**config.mk**
```make
export PLATFORM = sky130hd
export DESIGN_NAME = bcd_clock_with_digit_glyphs
export DESIGN_NICKNAME = d
export VERILOG_FILES = /design/src/bcdc_pkg.sv /design/src/bcdc_time.sv /design/src/bcdc_seq.sv /design/src/bcd_clock_with_digit_glyphs.sv
export SDC_FILE = /design/constraint.sdc
export NUM_CORES = 1
export LEC_CHECK = 0
export BUFFER_PORTS_ARGS = -buffer_cell sky130_fd_sc_hd__buf_2
export CELL_PAD_IN_SITES_DETAIL_PLACEMENT = 1
export CELL_PAD_IN_SITES_GLOBAL_PLACEMENT = 1
export CORE_MARGIN = 2
export CORE_UTILIZATION = 45
export CTS_BUF_LIST = sky130_fd_sc_hd__clkbuf_16
export DETAILED_ROUTE_END_ITERATION = 6
export PLACE_DENSITY = 0.83
export SETUP_SLACK_MARGIN = 0.2
export SYNTH_ARGS = -nofsm -noshare
export SYNTH_HDL_FRONTEND = slang
export SYNTH_SLANG_ARGS = --single-unit
```
**constraint.sdc**
```tcl
create_clock -name clock -period 2.9 [get_ports clock]
set_input_delay 0.435 -clock clock [delete_from_list [all_inputs] [get_ports clock]]
set_output_delay 0.435 -clock clock [all_outputs]
set_load 0.02 [all_outputs]
```
**src/bcdc_pkg.sv**
```systemverilog
`default_nettype none
package bcdc_pkg;

   localparam int NumDigits = 6;
   localparam int DigitW = 4;
   localparam int PosW = 3;
   localparam int GlyphW = 15;
   localparam int NumGlyphs = 10;

   typedef enum logic {
      KIND_TICK = 1'b0,
      KIND_SET  = 1'b1
   } kind_type;

   typedef struct packed {
      logic [NumDigits-1:0]             emit;
      logic [NumDigits-1:0][DigitW-1:0] value;
   } update_type;

   function automatic logic [GlyphW-1:0] glyph(input logic [DigitW-1:0] v);
      logic [GlyphW-1:0] g;
      case (v)
         4'd0:    g = 15'h7B6F;
         4'd1:    g = 15'h1249;
         4'd2:    g = 15'h73E7;
         4'd3:    g = 15'h73CF;
         4'd4:    g = 15'h5BC9;
         4'd5:    g = 15'h79CF;
         4'd6:    g = 15'h79EF;
         4'd7:    g = 15'h7249;
         4'd8:    g = 15'h7BEF;
         4'd9:    g = 15'h7BCF;
         default: g = '0;
      endcase
      return g;
   endfunction

endpackage
`default_nettype wire

```
**src/bcdc_time.sv**
```systemverilog
`default_nettype none
module bcdc_time (
   input  wire logic               clock,
   input  wire logic               reset,
   input  wire logic               accept,
   input  wire logic               kind,
   input  wire logic [4:0]         set_hours,
   input  wire logic [5:0]         set_minutes,
   input  wire logic [5:0]         set_seconds,
   output bcdc_pkg::update_type    update
);
   import bcdc_pkg::*;

   logic [3:0] sec_ones_ff, sec_ones_in;
   logic [2:0] sec_tens_ff, sec_tens_in;
   logic [3:0] min_ones_ff, min_ones_in;
   logic [2:0] min_tens_ff, min_tens_in;
   logic [3:0] hr_ones_ff, hr_ones_in;
   logic [1:0] hr_tens_ff, hr_tens_in;

   logic [NumDigits-1:0][DigitW-1:0] cur;
   logic [NumDigits-1:0][DigitW-1:0] nxt;
   logic [4:0] hours_c;
   logic [5:0] minutes_c;
   logic [5:0] seconds_c;

   function automatic logic [6:0] split_bcd(input logic [5:0] v);
      logic [2:0] t;
      logic [5:0] r;
      t = 3'd0;
      if (v >= 6'd10) t = 3'd1;
      if (v >= 6'd20) t = 3'd2;
      if (v >= 6'd30) t = 3'd3;
      if (v >= 6'd40) t = 3'd4;
      if (v >= 6'd50) t = 3'd5;
      r = v - 6'({3'd0, t} * 6'd10);
      return {t, r[3:0]};
   endfunction

   always_comb begin
      cur[0] = sec_ones_ff;
      cur[1] = {1'b0, sec_tens_ff};
      cur[2] = min_ones_ff;
      cur[3] = {1'b0, min_tens_ff};
      cur[4] = hr_ones_ff;
      cur[5] = {2'b0, hr_tens_ff};

      hours_c   = (set_hours > 5'd23) ? 5'd23 : set_hours;
      minutes_c = (set_minutes > 6'd59) ? 6'd59 : set_minutes;
      seconds_c = (set_seconds > 6'd59) ? 6'd59 : set_seconds;

      nxt = cur;
      if (kind == KIND_SET) begin
         {nxt[1][2:0], nxt[0]} = split_bcd(seconds_c);
         nxt[1][3] = 1'b0;
         {nxt[3][2:0], nxt[2]} = split_bcd(minutes_c);
         nxt[3][3] = 1'b0;
         {nxt[5][2:0], nxt[4]} = split_bcd({1'b0, hours_c});
         nxt[5][3] = 1'b0;
         update.emit = '1;
      end else begin
         nxt[0] = cur[0] + 4'd1;
         if (nxt[0] >= 4'd10) begin
            nxt[0] = 4'd0;
            nxt[1] = cur[1] + 4'd1;
            if (nxt[1] >= 4'd6) begin
               nxt[1] = 4'd0;
               nxt[2] = cur[2] + 4'd1;
               if (nxt[2] >= 4'd10) begin
                  nxt[2] = 4'd0;
                  nxt[3] = cur[3] + 4'd1;
                  if (nxt[3] >= 4'd6) begin
                     nxt[3] = 4'd0;
                     nxt[4] = cur[4] + 4'd1;
                     if (cur[5] >= 4'd2 && nxt[4] >= 4'd4) begin
                        nxt[4] = 4'd0;
                        nxt[5] = 4'd0;
                     end else if (nxt[4] >= 4'd10) begin
                        nxt[4] = 4'd0;
                        nxt[5] = cur[5] + 4'd1;
                     end
                  end
               end
            end
         end
         for (int i = 0; i < NumDigits; i++) begin
            update.emit[i] = (nxt[i] != cur[i]);
         end
      end
      update.value = nxt;

      sec_ones_in = sec_ones_ff;
      sec_tens_in = sec_tens_ff;
      min_ones_in = min_ones_ff;
      min_tens_in = min_tens_ff;
      hr_ones_in  = hr_ones_ff;
      hr_tens_in  = hr_tens_ff;
      if (accept) begin
         sec_ones_in = nxt[0];
         sec_tens_in = nxt[1][2:0];
         min_ones_in = nxt[2];
         min_tens_in = nxt[3][2:0];
         hr_ones_in  = nxt[4];
         hr_tens_in  = nxt[5][1:0];
      end
   end

   always_ff @(posedge clock) begin
      if (reset) begin
         sec_ones_ff <= '0;
         sec_tens_ff <= '0;
         min_ones_ff <= '0;
         min_tens_ff <= '0;
         hr_ones_ff  <= '0;
         hr_tens_ff  <= '0;
      end else begin
         sec_ones_ff <= sec_ones_in;
         sec_tens_ff <= sec_tens_in;
         min_ones_ff <= min_ones_in;
         min_tens_ff <= min_tens_in;
         hr_ones_ff  <= hr_ones_in;
         hr_tens_ff  <= hr_tens_in;
      end
   end

endmodule
`default_nettype wire

```
**src/bcdc_seq.sv**
```systemverilog
`default_nettype none
module bcdc_seq (
   input  wire logic                          clock,
   input  wire logic                          reset,
   input  wire logic                          accept,
   input  wire bcdc_pkg::update_type          update,
   output logic                               ready,
   output logic                               out_valid,
   input  wire logic                          out_ready,
   output logic [bcdc_pkg::PosW-1:0]          out_position,
   output logic [bcdc_pkg::DigitW-1:0]        out_value,
   output logic [bcdc_pkg::GlyphW-1:0]        out_glyph,
   output logic                               out_last
);
   import bcdc_pkg::*;

   logic [NumDigits-1:0]             pend_mask_ff, pend_mask_in;
   logic [NumDigits-1:0][DigitW-1:0] pend_val_ff, pend_val_in;
   logic                             out_valid_ff, out_valid_in;
   logic [PosW-1:0]                  out_pos_ff, out_pos_in;
   logic [DigitW-1:0]                out_val_ff, out_val_in;
   logic [GlyphW-1:0]                out_glyph_ff, out_glyph_in;
   logic                             out_last_ff, out_last_in;

   logic                 out_load;
   logic [NumDigits-1:0] pick;
   logic [PosW-1:0]      pick_pos;
   logic [NumDigits-1:0] mask_left;
   logic [NumDigits-1:0] mask_after;

   always_comb begin
      pick = '0;
      pick_pos = '0;
      for (int i = NumDigits - 1; i >= 0; i--) begin
         if (pend_mask_ff[i]) begin
            pick = '0;
            pick[i] = 1'b1;
            pick_pos = PosW'(i);
         end
      end
      mask_left = pend_mask_ff & ~pick;
      out_load = !out_valid_ff || out_ready;
      mask_after = out_load ? mask_left : pend_mask_ff;
      ready = (mask_after == '0);

      pend_mask_in = mask_after;
      pend_val_in = pend_val_ff;
      if (accept) begin
         pend_mask_in = update.emit;
         pend_val_in = update.value;
      end

      out_valid_in = out_valid_ff;
      out_pos_in = out_pos_ff;
      out_val_in = out_val_ff;
      out_glyph_in = out_glyph_ff;
      out_last_in = out_last_ff;
      if (out_load) begin
         out_valid_in = |pend_mask_ff;
         out_pos_in = pick_pos;
         out_val_in = pend_val_ff[pick_pos];
         out_glyph_in = glyph(pend_val_ff[pick_pos]);
         out_last_in = (mask_left == '0);
      end
   end

   always_ff @(posedge clock) begin
      if (reset) begin
         pend_mask_ff <= '0;
         out_valid_ff <= 1'b0;
      end else begin
         pend_mask_ff <= pend_mask_in;
         out_valid_ff <= out_valid_in;
      end
      pend_val_ff <= pend_val_in;
      out_pos_ff <= out_pos_in;
      out_val_ff <= out_val_in;
      out_glyph_ff <= out_glyph_in;
      out_last_ff <= out_last_in;
   end

   assign out_valid = out_valid_ff;
   assign out_position = out_pos_ff;
   assign out_value = out_val_ff;
   assign out_glyph = out_glyph_ff;
   assign out_last = out_last_ff;

`ifndef SYNTHESIS
   // Every request changes at least the seconds ones digit.
   a_pend_after_accept: assert property (@(posedge clock) disable iff (reset)
      accept |=> pend_mask_ff[0])
      else $error("request left no pending seconds digit");

   a_value_range: assert property (@(posedge clock) disable iff (reset)
      out_valid_ff |-> out_val_ff <= DigitW'(9))
      else $error("digit value out of range");

   a_pos_range: assert property (@(posedge clock) disable iff (reset)
      out_valid_ff |-> out_pos_ff <= PosW'(NumDigits - 1))
      else $error("digit position out of range");

   a_glyph_nonzero: assert property (@(posedge clock) disable iff (reset)
      out_valid_ff |-> out_glyph_ff != '0)
      else $error("empty glyph on a valid result");
`endif

endmodule
`default_nettype wire

```
**src/bcd_clock_with_digit_glyphs.sv**
```systemverilog
`default_nettype none
// A 24-hour HH:MM:SS clock kept as six BCD digits. A request with tuser set
// loads the time from tdata, clamping hours to 23 and minutes and seconds to
// 59, and returns all six digits; a request with tuser clear adds one second
// and returns only the digits that changed, seconds ones first. Each result
// carries the digit position, its value and its 3x5 glyph, and tlast marks
// the final result of a request. The result port delivers one digit per
// cycle while rsp_tready stays high, so a request yields one to six results
// (a set always six), and a new request is taken in the cycle that the previous
// one's last digit moves into the output register. The digits of an accepted
// request wait in a pending register and move into the output register in turn.
module bcd_clock_with_digit_glyphs (
   input  wire logic        clock,
   input  wire logic        reset,
   input  wire logic        req_tvalid,
   output logic             req_tready,
   // [4:0] set_hours, [10:5] set_minutes, [16:11] set_seconds, [23:17] zero
   input  wire logic [23:0] req_tdata,
   // [0] kind
   input  wire logic [0:0]  req_tuser,
   output logic             rsp_tvalid,
   input  wire logic        rsp_tready,
   // [2:0] digit_position, [6:3] digit_value, [21:7] glyph_mask, [23:22] zero
   output logic [23:0]      rsp_tdata,
   output logic             rsp_tlast
);
   import bcdc_pkg::*;

   logic                accept;
   update_type          update;
   logic [PosW-1:0]     position;
   logic [DigitW-1:0]   value;
   logic [GlyphW-1:0]   glyph_bits;

   assign accept = req_tvalid && req_tready;

   bcdc_time u_time (
      .clock       (clock),
      .reset       (reset),
      .accept      (accept),
      .kind        (req_tuser[0]),
      .set_hours   (req_tdata[4:0]),
      .set_minutes (req_tdata[10:5]),
      .set_seconds (req_tdata[16:11]),
      .update      (update)
   );

   bcdc_seq u_seq (
      .clock        (clock),
      .reset        (reset),
      .accept       (accept),
      .update       (update),
      .ready        (req_tready),
      .out_valid    (rsp_tvalid),
      .out_ready    (rsp_tready),
      .out_position (position),
      .out_value    (value),
      .out_glyph    (glyph_bits),
      .out_last     (rsp_tlast)
   );

   assign rsp_tdata = {2'b00, glyph_bits, value, position};

endmodule
`default_nettype wire
```
# Word-level counts from Yosys, hierarchy flattened
# Memories as Yosys holds them, arrays and structs flattened. A register that Yosys moved wholly into a read port is not among the register bits.
# Index checks and enable logic that the tools add are counted.
[word_totals]
ff_bits = 74
rom_bits = 208
inputBits = 29
out_inout_bits = 27
elab_cells = 121
mem_count = 1
[mem_list]
columns = ["memory", "words", "width", "rd", "rd_ports_with_merged_regs", "wr", "line_no", "source"]
rows = [
  ["(no name shown)", 16, 13, 1, 1, 0, "bcdc_pkg.sv:22", "case (v)"],
]
[classes]
n_addsub = 9
n_mul = 3
magnitude_cmp = 26
n_eq_ne = 6
muxes = 46
bitwise = 2
reduce_logical = 7
[op_table]
columns = ["cell", "n"]
rows = [
  ["6-bit two-way mux", 11],
  ["24-bit two-way mux", 2],
  ["3-bit two-way mux", 15],
  ["6-bit by 5-bit greater-or-equal comparator with 1-bit output, second input constant", 4],
  ["6-bit greater-or-equal comparator, second input constant", 4],
  ["23-bit two-way mux", 1],
  ["20-bit two-way mux", 1],
  ["16-bit two-way mux", 1],
  ["8-bit two-way mux", 2],
  ["4-bit by 1-bit adder with 4-bit output, second input constant", 3],
  ["4-bit binary-select mux with 3-bit select", 1],
  ["4-bit by 3-bit greater-or-equal comparator with 1-bit output, second input constant", 3],
  ["4-bit greater-or-equal comparator, second input constant", 3],
  ["5-bit by 6-bit greater-or-equal comparator with 1-bit output, second input constant", 2],
  ["6-bit by 4-bit greater-or-equal comparator with 1-bit output, second input constant", 2],
  ["6-bit > comparator, second input constant", 2],
  ["6-bit zero test", 2],
  ["12-bit two-way mux", 1],
  ["2-bit two-way mux", 6],
  ["4-bit inequality test", 3],
  ["4-bit subtractor", 3],
  ["5-bit greater-or-equal comparator, second input constant", 2],
  ["3-bit by 3-bit multiplier with 3-bit output, second input constant", 3],
  ["3-bit by 1-bit adder with 4-bit output, second input constant", 2],
  ["other kinds (16)", 20],
]

# Longest topological paths before layout
# Gate-level depths: netlist of run 1.
[depth]
ltp_word = 12
ltp_mapped = 12
depth_no_buf = 11

# Hierarchy
# From an unflattened synthesis of run 1, not the netlist that was laid out.
[unflattened]
cells_unflattened = 548
area_unflattened_um2 = 4802.1
[by_module_without_submodules]
columns = ["module", "instances", "cells_each", "area_each_um2", "seq_area_each_um2"]
rows = [
  ["bcdc_time", 1, 364, 2463.6, 400.4],
  ["bcdc_seq", 1, 180, 2313.5, 1401.3],
  ["bcd_clock_with_digit_glyphs", 1, 4, 25.0, 0.0],
]

# Worst setup path after synthesis of run 1
# Ideal clock, no wire load.
[synth_path]
path_type = "input port to flip-flop"
start = "in rsp_tready"
end = "reg u_seq.pend_val_ff[0] (netlist bit) (enable)"
setup_ns = 0.320
arrival_time_ns = 2.277
required_time_ns = 2.580
path_slack_ns = 0.303
cell_stages = 8
path_buffers = 1
cell_sequence = "and2b_1 > inv_1 > nand2_2 > maj3_2 > nor2_2 > nand2_4 > inv_4 > buf_6"
[synth_between]
elab_chain_cells = 4
[synth_lines]
columns = ["element", "line_no", "source"]
rows = [
  ["start, declared", "bcd_clock_with_digit_glyphs.sv:22", "input wire logic rsp_tready,"],
  ["1-bit logical OR", "bcdc_seq.sv:42", "out_load = !out_valid_ff || out_ready;"],
  ["6-bit two-way mux", "bcdc_seq.sv:43", "mask_after = out_load ? mask_left : pend_mask_ff;"],
  ["6-bit zero test", "bcdc_seq.sv:44", "ready = (mask_after == '0);"],
  ["named net req_tready", "bcd_clock_with_digit_glyphs.sv:16", "output logic req_tready,"],
  ["1-bit logical AND", "bcd_clock_with_digit_glyphs.sv:35", "assign accept = req_tvalid && req_tready;"],
  ["named net accept", "bcd_clock_with_digit_glyphs.sv:29", "logic accept;"],
  ["end signal, assigned", "bcdc_seq.sv:75", "pend_val_ff <= pend_val_in;"],
  ["end, declared", "bcdc_seq.sv:18", "logic [NumDigits-1:0][DigitW-1:0] pend_val_ff, pend_val_in;"],
]
# The timed path passes the listed nets, and every way through them passes these cells.
# A chain may end at the register's enable or synchronous reset.

# Worst setup path after layout of run 1
[layout_path]
start = "reg u_seq.pend_mask_ff[2]"
end = "reg u_seq.out_glyph_ff[7], in the netlist u_seq.out_glyph[7], data pin"
[layout_between]
elab_chain_cells = 5
[layout_lines]
columns = ["element", "line_no", "source"]
rows = [
  ["start, declared", "bcdc_seq.sv:17", "logic [NumDigits-1:0] pend_mask_ff, pend_mask_in;"],
  ["start signal, assigned", "bcdc_seq.sv:72", "pend_mask_ff <= pend_mask_in;"],
  ["3-bit two-way mux (3 in a row)", "bcdc_seq.sv:35", "if (pend_mask_ff[i]) begin"],
  ["named net u_seq.pick_pos[0]", "bcdc_seq.sv:27", "logic [PosW-1:0] pick_pos;"],
  ["4-bit binary-select mux with 3-bit select", "bcdc_seq.sv:62", "out_glyph_in = glyph(pend_val_ff[pick_pos]);"],
  ["4-bit two-way mux (not written as such)", "bcdc_seq.sv:62", ""],
  ["end, declared", "bcdc_seq.sv:22", "logic [GlyphW-1:0] out_glyph_ff, out_glyph_in;"],
]
# The timed path passes the listed nets, and every way through them passes these cells. The select of a mux whose other input is x is not followed.

==> results of run 1 <==
[critical path, cell delays in order, from the launching register on]
cell	delay, ps
dfxtp_2	400
nor2b_1	180
a211o_1	340
clkinv_2	90
mux2_2	370
a21oi_4	260
inv_1	140
ha_1	230
mux2_1	300
o21ai_1	110
[stage by stage]
stage                     setup WS (ps)  area (um^2)  instances  hold WS, ps
final                               342         5320        669          482
after global placement              225         4950        651          507
after CTS                           213         5290        667          476
after floorplan                     303         4630        490          483
after detailed placement            129         4950        651          523
after global routing                238         5320        669          490
[synthesized netlist by cell type (7+ instances only)]
cell	number	area share, %
clkbuf_1	12	0.98
nor4_1	9	1.2
nand2_1	24	2.0
a21oi_1	28	3.0
nor2b_1	7	0.95
edfxtp_1	41	27
nor2_1	40	3.3
nand3b_1	7	1.1
a211oi_1	11	1.8
buf_2	7	0.76
o31a_1	7	1.3
or3_1	8	1.1
nand2b_1	15	2.0
mux2i_1	13	2.8
nand3_1	12	1.3
inv_1	25	2.0
o21ai_0	21	2.3
nor3_1	10	1.1
dfxtp_1	27	12
ha_1	21	5.7
buf_4	8	1.3
[logic make-up after synthesis]
logic type / count (synthesis)
adder cells (fa/ha/maj): 26
flip-flops: 68
other: 1
AND/OR/NAND/NOR: 162
XOR/XNOR: 9
AO/OA/AOI/OAI: 138
buffers and inverters: 63
multiplexers: 18
[registers in the layout, indices dropped and copies added (netlist names), 4 cells and up]
register / count
u_time.sec_ones_ff: 4
u_time.min_ones_ff: 4
u_seq.out_glyph: 10
u_seq.pend_mask_ff: 6
u_seq.pend_val_ff: 23
u_seq.out_value: 4
u_time.hr_ones_ff: 4
[repair_timing]
| action | CTS | global route |
|---|---|---|
| cloned | 0 | 0 |
| endpoints found under the setup margin | 3 | 10 |
| buffers inserted | 0 | 2 |
| gates resized for setup | 2 | 7 |
[path summary, 6_finish.rpt]
check	end	startpoint	cells past startpoint
setup / recovery	u_seq.out_glyph[7]	u_seq.pend_mask_ff[2]	9
hold / removal	u_seq.pend_mask_ff[0]	req_tvalid	3
setup reg to reg	u_seq.out_glyph[7]	u_seq.pend_mask_ff[2]	9
hold reg to reg	u_time.min_tens_ff[2]	u_time.min_tens_ff[2]	2
[power by group through the flow]
stage                     Combinational [mW]  Clock [mW]  Sequential [mW]
final                                   1.37        1.22             1.42
after global routing                    1.50        1.27             1.44
after CTS                               1.35        1.23             1.42
after detailed placement                1.32           0             1.43
after global placement                  1.26           0             1.41
after floorplan                        0.837           0             1.54
[layer usage]
| metal | part of all wire, % | wire [um] | GRT usage (%) |
|---|---|---|---|
| met5 | 0 | 0 | 0 |
| met1 | 43 | 5370 | 28.5 |
| met3 | 4.3 | 537 | 4.21 |
| met2 | 51 | 6370 | 40.5 |
| met4 | 2.1 | 261 | 9.05 |
[area by class of cell]
cell class / instances / share of cell area (%)
Sequential cell: 68 / 33.4
Clock inverter: 7 / 1.86
Inverter: 30 / 2.19
Tap cell: 133 / 3.13
Timing Repair Buffer: 63 / 7.06
Multi-Input combinational cell: 359 / 48.1
Clock buffer: 9 / 4.23
==> out/results.ini, run 1 <==
[timing]
period_share_pct=88.2
max_freq_mhz=391
fin_setup_tns_ps=0
rsz0062_at_grt=no
slew_viol_final=0
setup_viol=0
worst_slew_pin_slew_ps=525
hold_viol=0
fin_crit_ps=2560
slew_headroom_pct=64.1
skew_ps=10.0

[placed_design]
port_buffers=44
gp_routability_congestion=0.801
dp_hpwl_um=8650

[run_status]
status=completed

[worst_setup_path]
start_kind=flop
crit_type=reg2reg
cp_data_arrival_time_ps=2760
cp_max_fo=12
ff2ff_setup_slack_ps=340
required_ps=3100
critPathCaptureType=flop

[routing]
finalWirelength_um=12500
drt_first_pass_iters=4
num_vias=3938
viasPerCell=5.89
postRouteAntennaNets=0
drt_iter0_markers=211
drcViolationCount=0
wl_per_cell_um=18.7

[clocking]
insertion_delay_ps=340
clock_path_buffers=2
clk_pin_slew_ps=60
cts_tree=yes
clock-root-buffer=clkbuf_16
cts_buffers=9
ctsHoldBuffers=0
cts.sink_count=68
ctsHtreeMaxLevel=3

[synth]
synth_top_family_by_area=compound AO/OA/AOI/OAI gates
synthArstFlopShare_pct=0
synth_xor_area_share_pct=1.87
ys_ff_latch=68
ys.flop_type=edfxtp_1
syn-cell-area_um2=4610
postSynthCellCount=485
synth_compound_area_share_pct=21.6
yosys.area_share.simple_pct=19.5
synth_edf_count=41
muxShareOfSynthArea_pct=4.12
yosys_warnings=0
synthAdderAreaFrac_pct=7.49
yosysUniqueCellTypes=86
synth_area_per_cell_um2=9.51
ys_seq_area_share_pct=38.4

[pwr]
seq_power_share_pct=35.4
internal_power_mw=2.56
p_leak_nw=2.14
ir_drop_mv=0.338
power_frac_comb_pct=34.1
p_switching_mw=1.45
p_total_mw=4.01
p_per_area_nw_per_um2=754
clkPwrFrac_pct=30.5
switching_share_pct=36.2

[flow_run]
drv_cap=0

[floorplan]
die_y_um=105
core_area_um2=9860
die-area_um2=11100
fp-row-count=36
ioPinCount=56
die_w_um=105
initial_core_util_pct=46.7

[global_route]
grt_pass1_vias=4074
global_route.usage.total_pct=23.3
grt_pass1_wl_um=20600
overflow=0
grt_start_max_net_pins=30
antenna_found_initial=0

[layout]
multi_input_comb_area_um2=2560
final_cell_mix=buf_2 (44), edfxtp_1 (41), nor2_1 (40)
antenna_cells=0
syn2layout_area_growth_pct=15.4
regArea_um2=1780
nets=584
drive_gt1_share_pct=21.5
mostFrequentLayoutCell=buf_2
n_fill_cell=1134
fin_util_pct=53.9

[hold_path]
hold_class=in2reg

Power figures use the tool's default switching activity.
==> run 2, diff against run 1 <==
--- a/config.mk
+++ b/config.mk
@@ -9,11 +9,12 @@
 export CELL_PAD_IN_SITES_DETAIL_PLACEMENT = 1
 export CELL_PAD_IN_SITES_GLOBAL_PLACEMENT = 1
 export CORE_MARGIN = 2
-export CORE_UTILIZATION = 45
+export CORE_UTILIZATION = 46
 export CTS_BUF_LIST = sky130_fd_sc_hd__clkbuf_16
 export DETAILED_ROUTE_END_ITERATION = 6
-export PLACE_DENSITY = 0.83
+export PLACE_DENSITY = 0.84
 export SETUP_SLACK_MARGIN = 0.2
+export SKIP_LAST_GASP = 1
 export SYNTH_ARGS = -nofsm -noshare
 export SYNTH_HDL_FRONTEND = slang
 export SYNTH_SLANG_ARGS = --single-unit
==> run 2 against run 1 <==
Effect of this change:
- global-route usage rose by 0.44 points
- critical path depth did not move
- cell count is 0.45% lower
- fmax down 2.1%
- sequential power barely moved
- clock skew decreased by 1.0 ps
- hold slack better by 15 ps
- clock power fell by 11%
- final area decreased by 1.2%
- total power decreased by 3.7%
- combinational power is essentially flat
- core utilization increased by 0.067 points
==> out/results.ini, run 2 (same netlist as run 1, synthesis figures left out) <==
[clocking]
clk_pin_slew_ps=60
insertion_delay_ps=340
cts.sink_count=68
clock-root-buffer=clkbuf_16
clock_path_buffers=2
cts_tree=yes
post_cts_buffers=0
ctsHtreeMaxLevel=3
cts_buffers=9

[pwr]
switching_share_pct=36.2
p_per_area_nw_per_um2=735
internal_power_mw=2.46
p_switching_mw=1.40
seq_power_share_pct=36.7
power_frac_comb_pct=35.3
p_leak_nw=2.12
ir_drop_mv=0.293
clkPwrFrac_pct=28.0

[floorplan]
ioPinCount=56
fp-row-count=36
core_area_um2=9730
initial_core_util_pct=47.4
die_w_um=104
die_y_um=104
die-area_um2=10800

[worst_setup_path]
crit_type=reg2reg
required_ps=3080
cp_max_fo=10
critPathSlowestCell=dfxtp_2
cp_data_arrival_time_ps=2790
critPathCaptureType=flop
start_kind=flop
max_stage_delay_ps=470
critical-path-top-delay-family=compound AO/OA/AOI/OAI gates
crit_buf_inv=2
path_cells=nor2_1 -> a211o_1 -> clkinv_2 -> mux2_2 -> a21oi_4 -> inv_1 -> ha_1 -> mux2_1 -> o21ai_1

[placed_design]
dpl_cell_area_um2=4930
dp_hpwl_um=8770
port_buffers=44
gp_routability_congestion=0.862

[layout]
fin_area_um2=5250
registers.top_by_ff_count=u_seq.pend_val_ff
final_cell_mix=buf_2 (44), edfxtp_1 (41), nor2_1 (40)
mostFrequentLayoutCell=buf_2
largest_reg_flops=23
antenna_cells=0
drive_gt1_share_pct=20.5
multi_input_comb_area_um2=2550
nets=581
regArea_um2=1780
n_fill_cell=1134
syn2layout_area_growth_pct=13.9

[global_route]
global_route.usage.total_pct=23.7
grt_pass1_wl_um=20500
grt_start_max_net_pins=26
use_met1_pct=29.2
antenna_found_initial=0
grt_pass1_vias=4030
busiest_layer=met2
use_met3_pct=4.20
overflow=0
grt_use_met2_pct=41.7

[routing]
drt_iter0_markers=105
num_vias=3922
drcViolationCount=0
finalWirelength_um=12500
postRouteAntennaNets=0
wl_per_cell_um=18.7
drt_first_pass_iters=4
viasPerCell=5.89

[timing]
skew_ps=8.97
rsz0062_at_grt=yes
setup_viol=0
slew_viol_final=0
max_freq_mhz=383
hold_viol=0
period_share_pct=90.1
slew_headroom_pct=65.3
fin_setup_tns_ps=0
fin_crit_ps=2610
worst_slew_pin_slew_ps=518

[run_status]
status=completed

[hold_path]
hold_class=in2reg

[flow_run]
drv_cap=0

## run 2: cell count changes in the layout (fill, tap and decap cells not counted), moves of 2 or more
cell       delta
clkbuf_16     +2
buf_4         -3
bufinv_16     -2
clkinv_4      -2
inv_1         +2
inv_6         -2
## run 2: metrics by stage
stage               std cells  power (mW)  setup WS (ps)  utilization (%)  hold slack, ps
global route              666        4.06            153             54.0             498
finish                    666        3.86            287             54.0             498
global placement          650        2.66            214             50.7             502
detailed placement        650        2.75           86.3             50.7             518
CTS                       666        3.87            225             53.9             490
floorplan                 490        2.38            303                -             483
## run 2: final timing paths
kind | from | end | slack, ps | depth (start not counted)
setup / recovery | u_seq.pend_mask_ff[3] | u_seq.out_glyph[7] | 290 | 9
hold / removal | req_tvalid | u_seq.pend_mask_ff[0] | 500 | 3
setup reg to reg | u_seq.pend_mask_ff[3] | u_seq.out_glyph[7] | 290 | 9
hold reg to reg | u_time.min_tens_ff[2] | u_time.min_tens_ff[2] | 530 | 2
## run 2: worst register-to-register path: stages, from the launching register on
cell,delay [ps]
dfxtp_2,470
nor2_1,110
a211o_1,380
clkinv_2,80
mux2_2,360
a21oi_4,250
inv_1,140
ha_1,210
mux2_1,300
o21ai_1,150
## run 2: area by class of cell
| type | instances | area share, % |
|---|---|---|
| clock buffers | 11 | 5.24 |
| clock inverters | 5 | 0.429 |
| inverters | 30 | 2.21 |
| multi-input cells | 359 | 48.6 |
| flip-flops and latches | 68 | 33.8 |
| well taps | 133 | 3.17 |
| repair buffers | 60 | 6.55 |
## run 2: metal layers
layer	part of all wire (%)	vias up
met4	2.0	0
met2	51	89
li1	-	1881
met5	0	-
met1	43	1931
met3	3.5	21
## run 2: power groups by stage
stage	Clock [mW]	Sequential (mW)	Combinational, mW
finish	1.08	1.42	1.36
floorplan	0	1.54	0.837
global placement	0	1.41	1.25
detailed placement	0	1.43	1.32
CTS	1.09	1.42	1.36
global route	1.13	1.45	1.48
## run 2: timing repair
action                     4_1_cts  5_1_grt
pin swaps                        0        0
hold buffers                     0        0
resized for setup                5        4
setup endpoints to repair        6       30
cloned                           0        0
